<file path="src/fstk_pkg.sv">
// Shared types and constants for the Forth stack execute unit.
// Used by fstk_front, fstk_queue, fstk_back and the top level.
package fstk_pkg;

    typedef enum logic [4:0] {
        OP_PUSH  = 5'd0,  OP_ADD   = 5'd1,  OP_SUB   = 5'd2,  OP_MUL   = 5'd3,
        OP_DIV   = 5'd4,  OP_REM   = 5'd5,  OP_EQ    = 5'd6,  OP_NE    = 5'd7,
        OP_GE    = 5'd8,  OP_LE    = 5'd9,  OP_GT    = 5'd10, OP_LT    = 5'd11,
        OP_PEEK  = 5'd12, OP_POP   = 5'd13, OP_EMIT  = 5'd14, OP_SIZE  = 5'd15,
        OP_CR    = 5'd16, OP_DUP   = 5'd17, OP_DROP  = 5'd18, OP_SWAP  = 5'd19,
        OP_OVER  = 5'd20, OP_ROT   = 5'd21, OP_STORE = 5'd22, OP_LOAD  = 5'd23
    } opcode_t;

    localparam logic [1:0] KIND_NONE = 2'd0;
    localparam logic [1:0] KIND_DEC  = 2'd1;
    localparam logic [1:0] KIND_CHAR = 2'd2;
    localparam logic [1:0] KIND_NL   = 2'd3;

    localparam logic [2:0] ERR_OK    = 3'd0;
    localparam logic [2:0] ERR_UNDER = 3'd1;
    localparam logic [2:0] ERR_OVER  = 3'd2;
    localparam logic [2:0] ERR_DIVZ  = 3'd3;
    localparam logic [2:0] ERR_INDEX = 3'd4;

    // Decoded word as it travels from front to back
    typedef struct packed {
        opcode_t     op;
        logic        known;     // opcode 0..23
        logic [31:0] imm;
        logic [6:0]  idx;
        logic [1:0]  need;      // entries required on the stack
        logic        grow;      // word adds one entry
        logic        shrink;    // word removes one entry
        logic        idx_bad;   // memory word with index out of range
        logic        is_div;    // div or rem
    } instr_t;

    typedef enum logic [2:0] {
        ST_CLEAR, ST_IDLE, ST_SETTLE, ST_DIV, ST_DIVFIN, ST_LOAD
    } back_state_t;

endpackage

</file>
<file path="src/fstk_queue.sv">
// Two-entry queue of decoded words between front and back.
// Depends on fstk_pkg.
module fstk_queue (
    input  logic                aclk,
    input  logic                aresetn,
    input  logic                wr_en,
    input  fstk_pkg::instr_t    wr_data,
    output logic                full,
    input  logic                rd_en,
    output logic                rd_valid,
    output fstk_pkg::instr_t    rd_data
);

    fstk_pkg::instr_t mem_reg [2];
    logic             wr_ptr_reg, wr_ptr_next;
    logic             rd_ptr_reg, rd_ptr_next;
    logic [1:0]       count_reg,  count_next;

    assign full     = (count_reg == 2'd2);
    assign rd_valid = (count_reg != 2'd0);
    assign rd_data  = mem_reg[rd_ptr_reg];

    // Pointer and count update
    always_comb begin
        wr_ptr_next = wr_ptr_reg ^ wr_en;
        rd_ptr_next = rd_ptr_reg ^ rd_en;
        count_next  = count_reg + {1'b0, wr_en} - {1'b0, rd_en};
    end

    always_ff @(posedge aclk) begin
        if (!aresetn) begin
            wr_ptr_reg <= 1'b0;
            rd_ptr_reg <= 1'b0;
            count_reg  <= 2'd0;
        end else begin
            wr_ptr_reg <= wr_ptr_next;
            rd_ptr_reg <= rd_ptr_next;
            count_reg  <= count_next;
        end
    end

    // Storage
    always_ff @(posedge aclk) begin
        if (wr_en) begin
            mem_reg[wr_ptr_reg] <= wr_data;
        end
    end

endmodule

</file>
<file path="config.mk">
export PLATFORM = sky130hd
export DESIGN_NAME = fstk_queue
export DESIGN_NICKNAME = d
export VERILOG_FILES = /design/src/fstk_pkg.sv /design/src/fstk_queue.sv
export SDC_FILE = /design/constraint.sdc
export NUM_CORES = 1
export LEC_CHECK = 0
export BUFFER_PORTS_ARGS = -buffer_cell sky130_fd_sc_hd__buf_2
export CAP_MARGIN = 10
export CORE_MARGIN = 8
export CORE_UTILIZATION = 33
export CTS_CLUSTER_DIAMETER = 200
export DETAILED_ROUTE_END_ITERATION = 16
export SLEW_MARGIN = 20
export SYNTH_ARGS = -nofsm -noshare
export SYNTH_HDL_FRONTEND = slang
export SYNTH_SLANG_ARGS = --single-unit
</file>
<file path="constraint.sdc">
create_clock -name aclk -period 2 [get_ports aclk]
set_input_delay 0.1 -clock aclk [delete_from_list [all_inputs] [get_ports aclk]]
set_output_delay 0.1 -clock aclk [all_outputs]
set_load 0.03 [all_outputs]
</file>
Word-level counts from Yosys, hierarchy flattened
Memories as Yosys holds them, arrays and structs flattened. A register that Yosys moved wholly into a read port is not among the register bits.
Index checks and enable logic that the tools add are counted.
Widths: inputs -> output; s select.
- bits in registers: 4
- RAM bits: 102
- input port bits: 55
- output and inout bits: 53
- logic and storage cells: 13
- memories: 1
- add/sub/neg operators: 2
- equal/unequal tests: 1
- muxes and demuxes: 3
- bitwise operators: 2
- reduce and logical (&&, ||, !) cells: 1
- memories (name ; depth ; bits a word ; read ports ; clocked after memory_dff ; wr ports ; RTL line ; RTL):
    mem_reg ; 2 ; 51 ; 1 ; 1 ; 1 ; fstk_queue.sv:14 ; fstk_pkg::instr_t mem_reg [2];
- operator list (cell ; count):
    $mux 1 ; 3
    $add 2x1->2 ; 1
    $eq 2x2->1 const B ; 1
    $reduce_bool 2->1 ; 1
    $sub 2x1->2 ; 1
    $xor 1x1->1 ; 2

Longest topological paths before layout
- depth in word-level cells: 2
- gate-level depth with buffers: 6

Worst setup path before layout
OpenSTA, ideal clock, no wires.
- path kind: register -> register
- start point: register wr_ptr_reg
- end point: memory mem_reg[0][0] in the netlist's numbering, enable pin
- data arrival time: 1.596 ns
- data required time: 1.586 ns
- setup slack: -0.010 ns
- cell stages (with the launch flop): 3
- path buffers: 0
- clock period less this slack: 2.010 ns
- cell sequence: dfxtp_1 -> inv_1 -> ha_1
- RTL lines (element ; RTL line ; RTL):
    from (decl) ; fstk_queue.sv:15 ; logic wr_ptr_reg, wr_ptr_next;
    from (signal assigned) ; fstk_queue.sv:36 ; wr_ptr_reg <= wr_ptr_next;
    to (decl) ; fstk_queue.sv:14 ;
No word-level cell before the write port.

==> flow_summary.yaml <==
outcome:
  status: "finished clean"
clock_tree:
  cts_setup_buffers: 0
  cts.sinks: 107
  tritoncts_clock_tree: "done"
  cts.path.max_buffers: 2
  cts_hold_repair.buffers: 52
  worst_skew_pair_latency_ns: 0.35
  number_of_cells_upsized_or_downsized_after_cts: 0
  worst_setup_hold_path_clk_slew_ns: 0.07
  clock-root-buffer: "sky130_fd_sc_hd__clkbuf_16"
  ctsHtreeMaxLevel: 3
  tritoncts.num_buffers: 9
timing:
  fin_tns_setup_ns: 0
  clk_skew_ns: 0.00365
  layout_worst_path_cycle_share: 0.889
  fmax_mhz: 562
  tightest_slew_ns: 0.470
  max-slew-margin-rel: 0.686
  final-hold-violation-count: 0
  slew_viol_final: 0
  setup_viol_count_final: 0
  fin_hold_ws_ns: 0.0976
  rsz0062_at_grt: "no"
  final_period_minus_worst_setup_slack_ns: 1.78
yosys:
  post_synth.cell_area_avg_um2: 23.2
  synth_top_area_frac: 0.734
  ys_seq_elements: 107
  synth_largest_area_cell: "sky130_fd_sc_hd__edfxtp_1"
  syn-cell-area_mm2: 0.00417
  synth_cell_types: 13
  synthTopCellsByCount: "102 x sky130_fd_sc_hd__edfxtp_1, 50 x sky130_fd_sc_hd__mux2_4, 5 x sky130_fd_sc_hd__buf_12, 5 x sky130_fd_sc_hd__dfxtp_1, 4 x sky130_fd_sc_hd__ha_1"
  synth_edf_count: 102
  net_count_of_the_mapped_netlist: 239
  async_flop_share: 0
  yosys_warnings: 0
  postSynth.topFlopCell: "sky130_fd_sc_hd__edfxtp_1"
  syn-instance-count: 180
  synth_sequential_area_ratio: 0.758
  post-synth-top-count-cell: "sky130_fd_sc_hd__edfxtp_1"
  synthTopCellsByArea: "sky130_fd_sc_hd__edfxtp_1 73%, sky130_fd_sc_hd__mux2_4 18%, sky130_fd_sc_hd__buf_12 2.4%, sky130_fd_sc_hd__dfxtp_1 2.4%, sky130_fd_sc_hd__ha_1 1.2%"
job:
  cap_violations: 0
critical_path:
  timing.critical_path.to_type: "primary output"
  cp_data_arrival_time_ns: 1.68
  required_ns: 1.90
  cp_slowest_stage_delay_ns: 0.57
  worst_setup_path_start_kind: "flip-flop"
  critPathMaxFanout: 19
  timing.critical_path.cells: "buf_12 > mux2_4 > buf_2"
  criticalPathCategory: "reg2out"
  critPathSlowestCell: "sky130_fd_sc_hd__dfxtp_4"
cells_and_area:
  finalNetCount: 408
  share_of_layout_cells_above_drive_strength_1: 0.508
  largest_reg_flops: 102
  areaGrowthSynthToFinish_pct: 36.6
  instances_no_fill: 526
  antenna-diode-count: 0
  layout.core_utilization: 0.457
floorplan:
  floorplan.initialDensity: 0.335
  top_level_ports: 108
  floorplan.die.width_um: 128
  fp.dieH_um: 128
  core_area_mm2: 0.0125
  die_area_mm2: 0.0165
  core.rowCount: 41
global_route:
  grt_pass1_wl_um: 12400
  initial_antenna_violation_count: 0
  pin_count_of_the_biggest_net_entering_global_routing: 52
  first_global_vias: 2403
  global_route.overflow_total: 0
  grtUsageTotal: 0.101
placed_design:
  dpl.hpwl_um: 5250
  post-place-cells: 458
  gp_congestion: 0.656
  numPortBuffers: 107
power_and_ir_drop:
  power_density_mw_per_mm2: 929
  max-vdd-ir-drop_mv: 0.421
  power_leakage_uw: 0.00227
route:
  drt_iter0_drc: 122
  detail_route.vias_per_cell: 4.11
  drc: 0
  wl_um: 7980
  antenna_left: 0
  routedWlPerCell_um: 15.2
  drtPass1Iterations: 4
  vias: 2164
min_path:
  hold_path.class: "in2reg"
-- layer usage --
metal,track usage,part of all wire,vias up
li1,-,-,1035
met1,0.108,0.41,1048
met2,0.164,0.49,69
met3,0.0534,0.081,12
met4,0.0462,0.022,0
met5,0,0,-
-- cell usage in the layout (no fill, tap or decap), drive strengths merged --
cell type / n
xnor3: 1
bufinv: 1
clkinv: 5
nor2b: 3
ha: 4
dfxtp: 5
dlygate4sd3: 52
clkinvlp: 1
edfxtp: 102
and2: 3
buf: 112
clkbuf: 9
mux2: 51
or2: 1
xor2: 1
inv: 3
-- metrics by stage --
stage / worst slack [ns] / area (um^2) / total power (uW)
after floorplan: 0.0106 / 4180 / 3350
after global placement: 0.577 / 4900 / 3570
after detailed placement: 0.572 / 4900 / 3590
after CTS: 0.176 / 5700 / 5380
after global routing: 0.144 / 5700 / 5510
final: 0.222 / 5700 / 5300
-- critical path: cells and delay by family, from the launching register on --
| family | cells | cell delay (ns) |
|---|---|---|
| buffers and inverters | 2 | 0.42 |
| flip-flops | 1 | 0.57 |
| multiplexers | 1 | 0.32 |
-- where the power goes --
group	leakage, uW	total [uW]	switching [uW]	internal, uW
Sequential	0.00100	2670	57.8	2610
Clock	0.000138	1700	747	952
Combinational	0.00113	926	500	426
Total	0.00227	5300	1310	3990
-- path summary, 6_finish.rpt --
| check | depth (start not counted) | end | startpoint | slack [ns] |
|---|---|---|---|---|
| max | 3 | rd_data[8] | flip-flop | 0.22 |
| min reg2reg | 2 | flip-flop | rd_ptr_reg | 0.58 |
| max reg2reg | 2 | mem_reg[1][0] | wr_ptr_reg | 0.71 |
| min | 3 | wr_ptr_reg | wr_en | 0.1 |
-- cell families after synthesis --
logic type               synth area share
buffers and inverters              0.0294
XOR/XNOR                          0.00750
multiplexers                        0.183
flip-flops                          0.758
adder cells (fa/ha/maj)            0.0120
AND/OR/NAND/NOR                    0.0105
-- final cells by class --
cell class / instances / area (um^2)
Fill cell: 1090 / 6770
Sequential cell: 107 / 3170
Timing Repair Buffer: 164 / 1130
Multi-Input combinational cell: 64 / 892
Clock buffer: 9 / 225
Tap cell: 172 / 215
Clock inverter: 7 / 58.8
Inverter: 3 / 11.3
Note: power is estimated with default switching activity, not from simulation.
