--- src/fstk_pkg.sv ---
// Shared types and constants for the Forth stack execute unit.
// Used by fstk_front, fstk_queue, fstk_back and the top level.
package fstk_pkg;

    typedef enum logic [4:0] {
        OP_PUSH  = 5'd0,  OP_ADD   = 5'd1,  OP_SUB   = 5'd2,  OP_MUL   = 5'd3,
        OP_DIV   = 5'd4,  OP_REM   = 5'd5,  OP_EQ    = 5'd6,  OP_NE    = 5'd7,
        OP_GE    = 5'd8,  OP_LE    = 5'd9,  OP_GT    = 5'd10, OP_LT    = 5'd11,
        OP_PEEK  = 5'd12, OP_POP   = 5'd13, OP_EMIT  = 5'd14, OP_SIZE  = 5'd15,
        OP_CR    = 5'd16, OP_DUP   = 5'd17, OP_DROP  = 5'd18, OP_SWAP  = 5'd19,
        OP_OVER  = 5'd20, OP_ROT   = 5'd21, OP_STORE = 5'd22, OP_LOAD  = 5'd23
    } opcode_t;

    localparam logic [1:0] KIND_NONE = 2'd0;
    localparam logic [1:0] KIND_DEC  = 2'd1;
    localparam logic [1:0] KIND_CHAR = 2'd2;
    localparam logic [1:0] KIND_NL   = 2'd3;

    localparam logic [2:0] ERR_OK    = 3'd0;
    localparam logic [2:0] ERR_UNDER = 3'd1;
    localparam logic [2:0] ERR_OVER  = 3'd2;
    localparam logic [2:0] ERR_DIVZ  = 3'd3;
    localparam logic [2:0] ERR_INDEX = 3'd4;

    // Decoded word as it travels from front to back
    typedef struct packed {
        opcode_t     op;
        logic        known;     // opcode 0..23
        logic [31:0] imm;
        logic [6:0]  idx;
        logic [1:0]  need;      // entries required on the stack
        logic        grow;      // word adds one entry
        logic        shrink;    // word removes one entry
        logic        idx_bad;   // memory word with index out of range
        logic        is_div;    // div or rem
    } instr_t;

    typedef enum logic [2:0] {
        ST_CLEAR, ST_IDLE, ST_SETTLE, ST_DIV, ST_DIVFIN, ST_LOAD
    } back_state_t;

endpackage

--- src/fstk_front.sv ---
// Front end: takes an input transaction and classifies the word.
// Depends on fstk_pkg.
module fstk_front #(
    parameter int MEM_DEPTH = 128
) (
    input  logic [4:0]          opcode,
    input  logic [31:0]         immediate,
    input  logic [6:0]          mem_index,
    output fstk_pkg::instr_t    instr
);

    logic [4:0] op_raw;
    logic       mem_op;

    assign op_raw = opcode;
    assign mem_op = (op_raw == fstk_pkg::OP_STORE) || (op_raw == fstk_pkg::OP_LOAD);

    // Classify stack demand and growth
    always_comb begin
        instr         = '0;
        instr.op      = fstk_pkg::opcode_t'(op_raw);
        instr.known   = (op_raw <= fstk_pkg::OP_LOAD);
        instr.imm     = immediate;
        instr.idx     = mem_index;
        instr.idx_bad = mem_op && ({25'd0, mem_index} >= 32'(MEM_DEPTH));
        instr.is_div  = (op_raw == fstk_pkg::OP_DIV) || (op_raw == fstk_pkg::OP_REM);
        if (op_raw >= fstk_pkg::OP_ADD && op_raw <= fstk_pkg::OP_LT) begin
            instr.need   = 2'd2;
            instr.shrink = 1'b1;
        end
        if (op_raw == fstk_pkg::OP_PEEK || op_raw == fstk_pkg::OP_DUP) begin
            instr.need = 2'd1;
        end
        if (op_raw == fstk_pkg::OP_POP || op_raw == fstk_pkg::OP_EMIT ||
            op_raw == fstk_pkg::OP_DROP || op_raw == fstk_pkg::OP_STORE) begin
            instr.need   = 2'd1;
            instr.shrink = 1'b1;
        end
        if (op_raw == fstk_pkg::OP_SWAP || op_raw == fstk_pkg::OP_OVER) begin
            instr.need = 2'd2;
        end
        if (op_raw == fstk_pkg::OP_ROT) begin
            instr.need = 2'd3;
        end
        instr.grow = (op_raw == fstk_pkg::OP_PUSH) || (op_raw == fstk_pkg::OP_DUP) ||
                     (op_raw == fstk_pkg::OP_OVER) || (op_raw == fstk_pkg::OP_LOAD);
    end

endmodule

--- config.mk ---
export PLATFORM = sky130hd
export DESIGN_NAME = fstk_front
export DESIGN_NICKNAME = d
export VERILOG_FILES = /design/src/fstk_pkg.sv /design/src/fstk_front.sv
export SDC_FILE = /design/constraint.sdc
export NUM_CORES = 1
export LEC_CHECK = 0
export BUFFER_PORTS_ARGS = -buffer_cell sky130_fd_sc_hd__buf_2
export CORE_UTILIZATION = 30
export DETAILED_ROUTE_END_ITERATION = 10
export GPL_TIMING_DRIVEN = 0
export MAX_ROUTING_LAYER = met4
export PLACE_DENSITY = 0.95
export REMOVE_ABC_BUFFERS = 1
export SETUP_SLACK_MARGIN = 0.4
export SLEW_MARGIN = 10
export SYNTH_ARGS = -nofsm -noshare
export SYNTH_HDL_FRONTEND = slang
export SYNTH_SLANG_ARGS = --single-unit
export TNS_END_PERCENT = 10
--- constraint.sdc ---
create_clock -name vclk -period 2.09
set_clock_uncertainty 0.05 [all_clocks]
set_input_delay 0.1045 -clock vclk [all_inputs]
set_output_delay 0.1045 -clock vclk [all_outputs]
set_load 0.005 [all_outputs]
# Word level (Yosys, flattened, before mapping)
# Cells that the tools add are included.
# Widths: inputs -> output; s select.
# word_totals
ff_bits	0
out_inout_bits	51
wordCells	33
# op_classes
n_lt_le_gt_ge	3
n_eq_ne	12
n_mux	7
reduce_logical	11
# ops
cell	count
$eq 5x5->1 const B	7
$eq 5x4->1 const B	3
$eq 5x3->1 const B	2
$mux 2	5
$logic_or 1x1->1	9
$ge 5x1->1 const B	1
$le 5x4->1 const B	1
$le 5x5->1 const B	1
$logic_not 5->1	1
$mux 1	2
$logic_and 1x1->1	1

# Depth between registers and ports, before layout
# Gate-level depths: netlist of run 1.
# depth
ltp_word	7
mapped_depth	4
depth_no_buf	3

# Worst setup path after synthesis of run 1
# OpenSTA, ideal clock, no wires.
# synth_path
path_type	input -> output
startpoint	input port opcode[2]
endpoint	output port instr[3] (netlist bit)
arrival_time_ns	0.933
setup_slack_ns	1.002
stages	3
path_buffers	1
cell_sequence	buf_2 > or4_1 > a31oi_1
# synth_rtl
element	line	source
start: declaration	fstk_front.sv:6	input logic [4:0] opcode,
end: declaration	fstk_front.sv:9	output fstk_pkg::instr_t instr

==> metrics.cfg, run 1 <==
[status]
status=finished, violations left
failed_checks=DRC

[grt]
grt_max_degree=12
grt_pass1_wl_um=2484
groute.usage.overall=0.2151
antenna_found_initial=0
grt_pass1_vias=245
grt_overflow=0

[die]
pin_count=95
die_w_um=43.40
core_area_mm2=0.001559
rows=14
die_y_um=43.40
dieArea_mm2=0.001884
start_util=0.3299

[finish]
drive_above_1_share=0.5128
area_growth_pct=-51.09
diodes=0
nFlopsAndLatches=0
clock_buffers=0
nets=85
ff_latch_area_um2=0
post-route-util=0.1613

[power_and_ir_drop]
p_leak_nw=0.1198
peakVddDrop_uv=86.64
p_per_area_mw_per_mm2=209.2

[logic_synthesis]
yosys-top-cells-count=buf_4, nor2_1, buf_2, nand2_1, nand2b_1
yosysTopAreaCell=buf_4
synth_top_area_frac=0.6569
ys_seq_area_frac=0
ys_warn_count=0
avgSynthCellArea_um2=7.142
synth.most_common_cell=buf_4
synth_cells=72
syn_area_um2=514.2
yosys-top-cells-area=buf_4, nand2b_1, buf_6
ys_types=23

[timing]
hold_violations=0
setup_viol_count_final=0
rsz0062_at_grt=false
fin_crit_ns=1.273
fmax_ghz=0.7855
worst_slack_ns=0.8170
maxSlewViolCount=0
fin_setup_tns_ns=0
timing.final.crit_share=0.6091
holdWs_ns=0.1591

[worst_setup_path]
cp-start-kind=input pin
required_ns=1.94
cp.arrival_ns=1.12
critPathKind=input pin to primary output
end_kind=primary output
worstPathMaxFanout=11

[routing]
ant_nets=0
drcViolationCount=16
firstDrtPassIters=8
wirelength_um=2028
drtIter0Drc=23
dr_total_vias=315
via_per_inst=5.727
wl_per_cell_um=36.87

[cts]
ctsResizeCount=0
postCtsSetupBuffers=0
ctsHoldBuffers=0

[placed_design]
dp_slack_ns=0.8161
port_buffers=16
gp_congestion=0.8393
dp_hpwl_um=1861

[min_path]
hp-class=input pin to primary output

[flow_run]
cap_violations=0

[layout make-up]
cell class | instances | area [um^2]
fill | 181 | 1308
timing repair buffer | 16 | 80.08
tap | 16 | 20.02
multi-input combinational | 23 | 151.4
[power by group]
group          total [mW]  switching, mW  internal (mW)  leakage [nW]
logic              0.0526         0.0271         0.0255         0.120
registers               0              0              0             0
clock network           0              0              0             0
total              0.0526         0.0271         0.0255         0.120
[cells by family after synthesis]
| family | after synthesis | share of synthesized area |
|---|---|---|
| compound gates | 8 | 0.1241 |
| xor+xnor | 2 | 0.03407 |
| simple gates | 12 | 0.1290 |
| buf+inv | 49 | 0.7056 |
| other cells | 1 | 0.007292 |
[metal layers]
layer	vias to the layer above	track usage	wire (um)
met1	138	0.1570	443
met2	57	0.3030	861
met4	0	0	0
met3	0	0.3333	723
met5	-	-	0
li1	120	-	-
[worst max-delay path, stage by stage]
cell,delay [ns]
buf_2,0.16
or4_1,0.53
a31oi_1,0.18
buf_2,0.14
[worst paths after layout]
kind	slack (ns)	cells after the start	startpoint	to
max	0.82	4	opcode[4]	instr[3]
min	0.16	0	mem_index[1]	instr[7]
[stage by stage]
step | std cells | total power, mW | area, um^2
after floorplan | 23 | 0.02275 | 151.4
final | 55 | 0.05261 | 251.5
after detailed placement | 55 | 0.05216 | 251.5
after global routing | 55 | 0.05901 | 251.5
after global placement | 55 | 0.05027 | 251.5
after CTS | 55 | 0.05245 | 251.5
[layout by cell type (no fill, tap or decap), types with 2 or more instances in the layout]
master	count
buf_2	16
nand2_1	2
nor2_1	3
nand2b_1	2
No activity file was read; power rests on OpenSTA's default activity.
==> run 2, diff against run 1 <==
Settings changed: ABC_AREA set to 1, CORE_UTILIZATION 30 to 25, PLACE_DENSITY 0.95 to 0.91.
Clock period 2.09 ns to 1.1 ns, I/O delays scaled along.
==> run 2 against run 1 <==
Net effect:
- the flow now finishes without violations
- non-clock buffer count stayed put
- via count is 17% higher
- highest routed layer is now met4
- setup slack worse by 0.50 ns
- wire length is 3.2% higher
==> metrics.cfg, run 2 <==
[cts]
postCtsSetupBuffers=0  ; unchanged

[logic_synthesis]
synth_cells=86  ; +19%
syn_area_um2=520.5  ; +1.2%
synth_top_area_frac=0.6490  ; -0.007896
ys_types=13  ; -43%
ys_warn_count=0  ; unchanged
yosysTopAreaCell=buf_4
yosys-top-cells-count=buf_4, nand2_1, nor2_1
synth.most_common_cell=buf_4
avgSynthCellArea_um2=6.052  ; -15%
ys_seq_area_frac=0  ; unchanged
yosys-top-cells-area=buf_4, nand2_1, nor2_1

[timing]
hold_violations=0  ; unchanged
fin_crit_ns=0.7797
timing.final.crit_share=0.7088
worst_slack_ns=0.3203  ; -0.4967 ns
fmax_ghz=1.283
fin_setup_tns_ns=0  ; unchanged
maxSlewViolCount=0  ; unchanged
setup_viol_count_final=0  ; unchanged
rsz0062_at_grt=true
holdWs_ns=0.06001  ; -0.09905 ns

[routing]
firstDrtPassIters=3  ; -5
via_per_inst=4.434  ; -23%
wl_per_cell_um=25.22  ; -32%
dr_total_vias=368  ; +17%
wirelength_um=2093  ; +3.2%
drtIter0Drc=6  ; -74%
drcViolationCount=0  ; -16
ant_nets=0  ; unchanged

[worst_setup_path]
critPathKind=input pin to primary output
cp.arrival_ns=0.67  ; -0.45 ns
end_kind=primary output
endpoint=instr[5]
cp_num_buf_inv=2  ; unchanged
path_cells=buf_6, nor2_4, nand2_2, nand2_1, nand4_1, buf_2
crit_cells=6  ; +2
worstPathMaxFanout=5  ; -6
cpMaxStageDelayCell=nor2_4
required_ns=1.00  ; -0.94 ns
worst_path_largest_cell_delay_ns=0.15  ; -0.38 ns
cp-start-kind=input pin
startpoint=opcode[0]
critPathTopFamily=simple AND/OR/NAND/NOR gates

[finish]
nFlopsAndLatches=0  ; unchanged
layout.cells.most_common=buf_2
fin_area_um2=334.1  ; +33%
nets=102  ; +20%
mostFrequentLayoutCells=buf_2, nand2_1, nor2_1, nand3_1, buf_6
diodes=0  ; unchanged
area_growth_pct=-35.82
clock_buffers=0  ; unchanged
fin_cells=83  ; +51%
ff_latch_area_um2=0  ; unchanged
drive_above_1_share=0.5000  ; -0.01282
nFillCells=249  ; +38%

[min_path]
hp-class=input pin to primary output
worstHoldPathCells=0  ; unchanged

[die]
die_y_um=47.63  ; +9.7%
pin_count=95  ; unchanged
die_w_um=47.63  ; +9.7%
rows=16  ; +2
dieArea_mm2=0.002269  ; +20%
core_area_mm2=0.001962  ; +26%
start_util=0.2653  ; -0.06455

[placed_design]
dp_hpwl_um=1867  ; +0.30%
gp_congestion=0.7482  ; -11%
port_buffers=16  ; unchanged
place.detailed.instances=83  ; +51%
placed_area_um2=285.3  ; +13%
dp_slack_ns=0.2463  ; -0.5698 ns

[grt]
grt_pass1_wl_um=2463  ; -0.85%
grt_pass1_vias=346  ; +41%
antenna_found_initial=0  ; unchanged
groute.usage.overall=0.1833  ; -0.03178
grt_max_degree=11  ; -1
grt_overflow=0  ; unchanged

[status]
status=finished, final reports clean

[power_and_ir_drop]
p_leak_nw=0.1785  ; +49%
peakVddDrop_uv=116.9  ; +35%
p_per_area_mw_per_mm2=341.3  ; +63%

[flow_run]
cap_violations=0  ; unchanged

[run 2: where the power goes]
part           total [mW]  switching [mW]  internal (mW)
sequential              0               0              0
combinational       0.114          0.0625         0.0515
clock                   0               0              0
[run 2: worst min path at each step]
stage            startpoint   endpoint
2_1_floorplan  mem_index[4]  instr[10]
3_3_place_gp   immediate[3]  instr[16]
3_5_place_dp   immediate[3]  instr[16]
4_1_cts        immediate[3]  instr[16]
5_1_grt        mem_index[0]   instr[6]
6_report       mem_index[1]   instr[7]
[run 2: layer usage]
layer  up-vias  GRT usage  part of all wire
li1        156          -                 -
met1       152     0.1733              0.30
met2        56     0.2630              0.39
met3         4     0.2075              0.30
met4         0    0.01111            0.0048
met5         -          -                 0
[run 2: cells by family (layout without fill, tap and decap cells)]
family	Yosys count	in the layout	synth area share
and+or+nand+nor	30	30	0.2524
AOI/OAI and AO/OA	2	2	0.01921
buffers and inverters	53	23	0.7211
other	1	1	0.007205
[run 2: stage by stage]
step / power, mW / utilization
floorplan: 0.03943 / -
global placement: 0.09129 / 0.1454
finish: 0.1140 / 0.1703
detailed placement: 0.09288 / 0.1454
CTS: 0.1132 / 0.1703
global route: 0.1270 / 0.1703
[run 2: area by class of cell]
class,instances,area [um^2],area share
Multi-Input combinational cell,33,165.2,0.4944
Tap cell,27,33.78,0.1011
Inverter,7,27.53,0.08240
Timing Repair Buffer,16,107.6,0.3221
[run 2: timing repair]
item                       CTS  global route
pin swaps                    7             1
resized for setup           21             0
setup endpoints to repair    5             4
gates cloned                 0             0
hold buffers                 0             0
==> run 3, diff against run 2 <==
Settings changed: CORE_UTILIZATION 25 to 28, PLACE_DENSITY 0.91 to 0.95.
Clock period 1.1 ns to 0.8 ns, I/O delays scaled along.
==> run 3 against run 2 <==
Net effect:
- wire length rose by 2.1%
- cell count fell by 2.4%
- first-iteration DRC count grew 50%
- combinational power grew 41%
- sequential share of layout area stayed put
- non-clock buffer count unchanged
- count of clock-buffer cells in the layout is the same
- power rose by 41%
- critical path depth grew 1
- core utilization rose by 2.5 points
- global-route usage up 2.9 points
- via count rose by 7.3%
- critical endpoint is now instr[4]
- largest power group unchanged
==> metrics.cfg, run 3 (synthesized netlist as in run 2, its figures left out) <==
[status]
status=finished, final reports clean

[grt]
antenna_found_initial=0  ; unchanged
grt_overflow=0  ; unchanged
groute.usage.overall=0.2128  ; +0.02943
grt_pass1_wl_um=2711  ; +10%
grt_max_degree=11  ; unchanged
grt_pass1_vias=354  ; +2.3%

[finish]
drive_above_1_share=0.5000  ; unchanged
ff_latch_area_um2=0  ; unchanged
fin_area_um2=337.8  ; +1.1%
mostFrequentLayoutCells=buf_2, nand2_1, nand3_1, nor2_1
nFillCells=223  ; -10%
nFlopsAndLatches=0  ; unchanged
diodes=0  ; unchanged
layout.cells.most_common=buf_2
clock_buffers=0  ; unchanged
area_growth_pct=-35.10
nets=102  ; unchanged

[cts]
postCtsSetupBuffers=0  ; unchanged

[die]
dieArea_mm2=0.002035  ; -10%
die_w_um=45.12  ; -5.3%
core_area_mm2=0.001727  ; -12%
start_util=0.3014  ; +0.03614
die_y_um=45.12  ; -5.3%
pin_count=95  ; unchanged
rows=15  ; -1

[worst_setup_path]
worst_path_largest_cell_delay_ns=0.15  ; about the same
critPathTopFamily=simple AND/OR/NAND/NOR gates
crit_cells=7  ; +1
cp_num_buf_inv=3  ; +1
end_kind=primary output
cp-start-kind=input pin
worstPathMaxFanout=5  ; unchanged
cp.arrival_ns=0.67  ; about the same
critPathKind=input pin to primary output
cpMaxStageDelayCell=nor2_4
required_ns=0.71  ; -0.29 ns
startpoint=opcode[0]
path_cells=buf_8, nor2_4, inv_1, nor2_1, nor2_1, nand3_1, buf_2
path_common_cell=nor2_1

[timing]
maxSlewViolCount=0  ; unchanged
fmax_ghz=1.322
rsz0062_at_grt=true
hold_violations=0  ; unchanged
setup_viol_count_final=0  ; unchanged
holdWs_ns=0.03000  ; -0.03001 ns
fin_crit_ns=0.7566
timing.final.crit_share=0.9457

[placed_design]
port_buffers=16  ; unchanged
dp_hpwl_um=1930  ; +3.4%
placed_area_um2=282.8  ; -0.88%
gp_congestion=0.8334  ; +11%

[routing]
via_per_inst=4.877  ; +10%
drcViolationCount=0  ; unchanged
ant_nets=0  ; unchanged
wl_per_cell_um=26.38  ; +4.6%
dr_total_vias=395  ; +7.3%
drtIter0Drc=9  ; +3
met3_length_um=749  ; +21%
drt-met1-wl_um=513  ; -19%
top_layer=met4
wl_met2_um=857  ; +4.0%
wirelength_um=2137  ; +2.1%
firstDrtPassIters=4  ; +1

[flow_run]
cap_violations=0  ; unchanged

[power_and_ir_drop]
peakVddDrop_uv=181.2  ; +55%
p_leak_nw=0.1796  ; +0.59%
p_per_area_mw_per_mm2=475.7  ; +39%

[min_path]
min_from=mem_index[0]
worstHoldPathCells=0  ; unchanged
hp-class=input pin to primary output

-- run 3: through the flow --
step / utilization / total power, mW / cells / setup TNS, ns / setup WS (ns)
2_1_floorplan: - / 0.05422 / 40 / 0 / 0.2937
4_1_cts: 0.1906 / 0.1567 / 81 / 0 / 0.03765
5_1_grt: 0.1957 / 0.1792 / 81 / -0.1042 / -0.04290
3_5_place_dp: 0.1638 / 0.1296 / 81 / -0.04586 / -0.02641
3_3_place_gp: 0.1638 / 0.1271 / 81 / -0.04251 / -0.02086
6_report: 0.1957 / 0.1607 / 81 / 0 / 0.04340
-- run 3: per-layer routing --
metal | global-route usage | up-vias
met5 | - | -
met4 | 0.02424 | 0
met3 | 0.3240 | 6
met2 | 0.2870 | 74
met1 | 0.1590 | 159
li1 | - | 156
-- run 3: cell type report --
class | instances | area [um^2] | share of cell area
multi-input combinational | 33 | 167.7 | 0.4963
tap | 25 | 31.28 | 0.09259
inverter | 7 | 27.53 | 0.08148
timing repair buffer | 16 | 111.4 | 0.3296
-- run 3: what timing repair did --
item / in CTS / in global routing
hold buffers: 0 / 0
gates cloned: 0 / 0
resized for setup: 19 / 3
setup endpoints to repair: 9 / 7
pin swaps: 6 / 4
-- run 3: final timing paths --
check	to	slack, ns
setup / recovery	instr[4]	0.04
hold / removal	instr[6]	0.03
-- run 3: report_power, final --
| group | internal, mW | leakage [nW] | switching [mW] |
|---|---|---|---|
| sequential | 0 | 0 | 0 |
| combinational | 0.0727 | 0.180 | 0.0880 |
| clock | 0 | 0 | 0 |
| total | 0.0727 | 0.180 | 0.0880 |
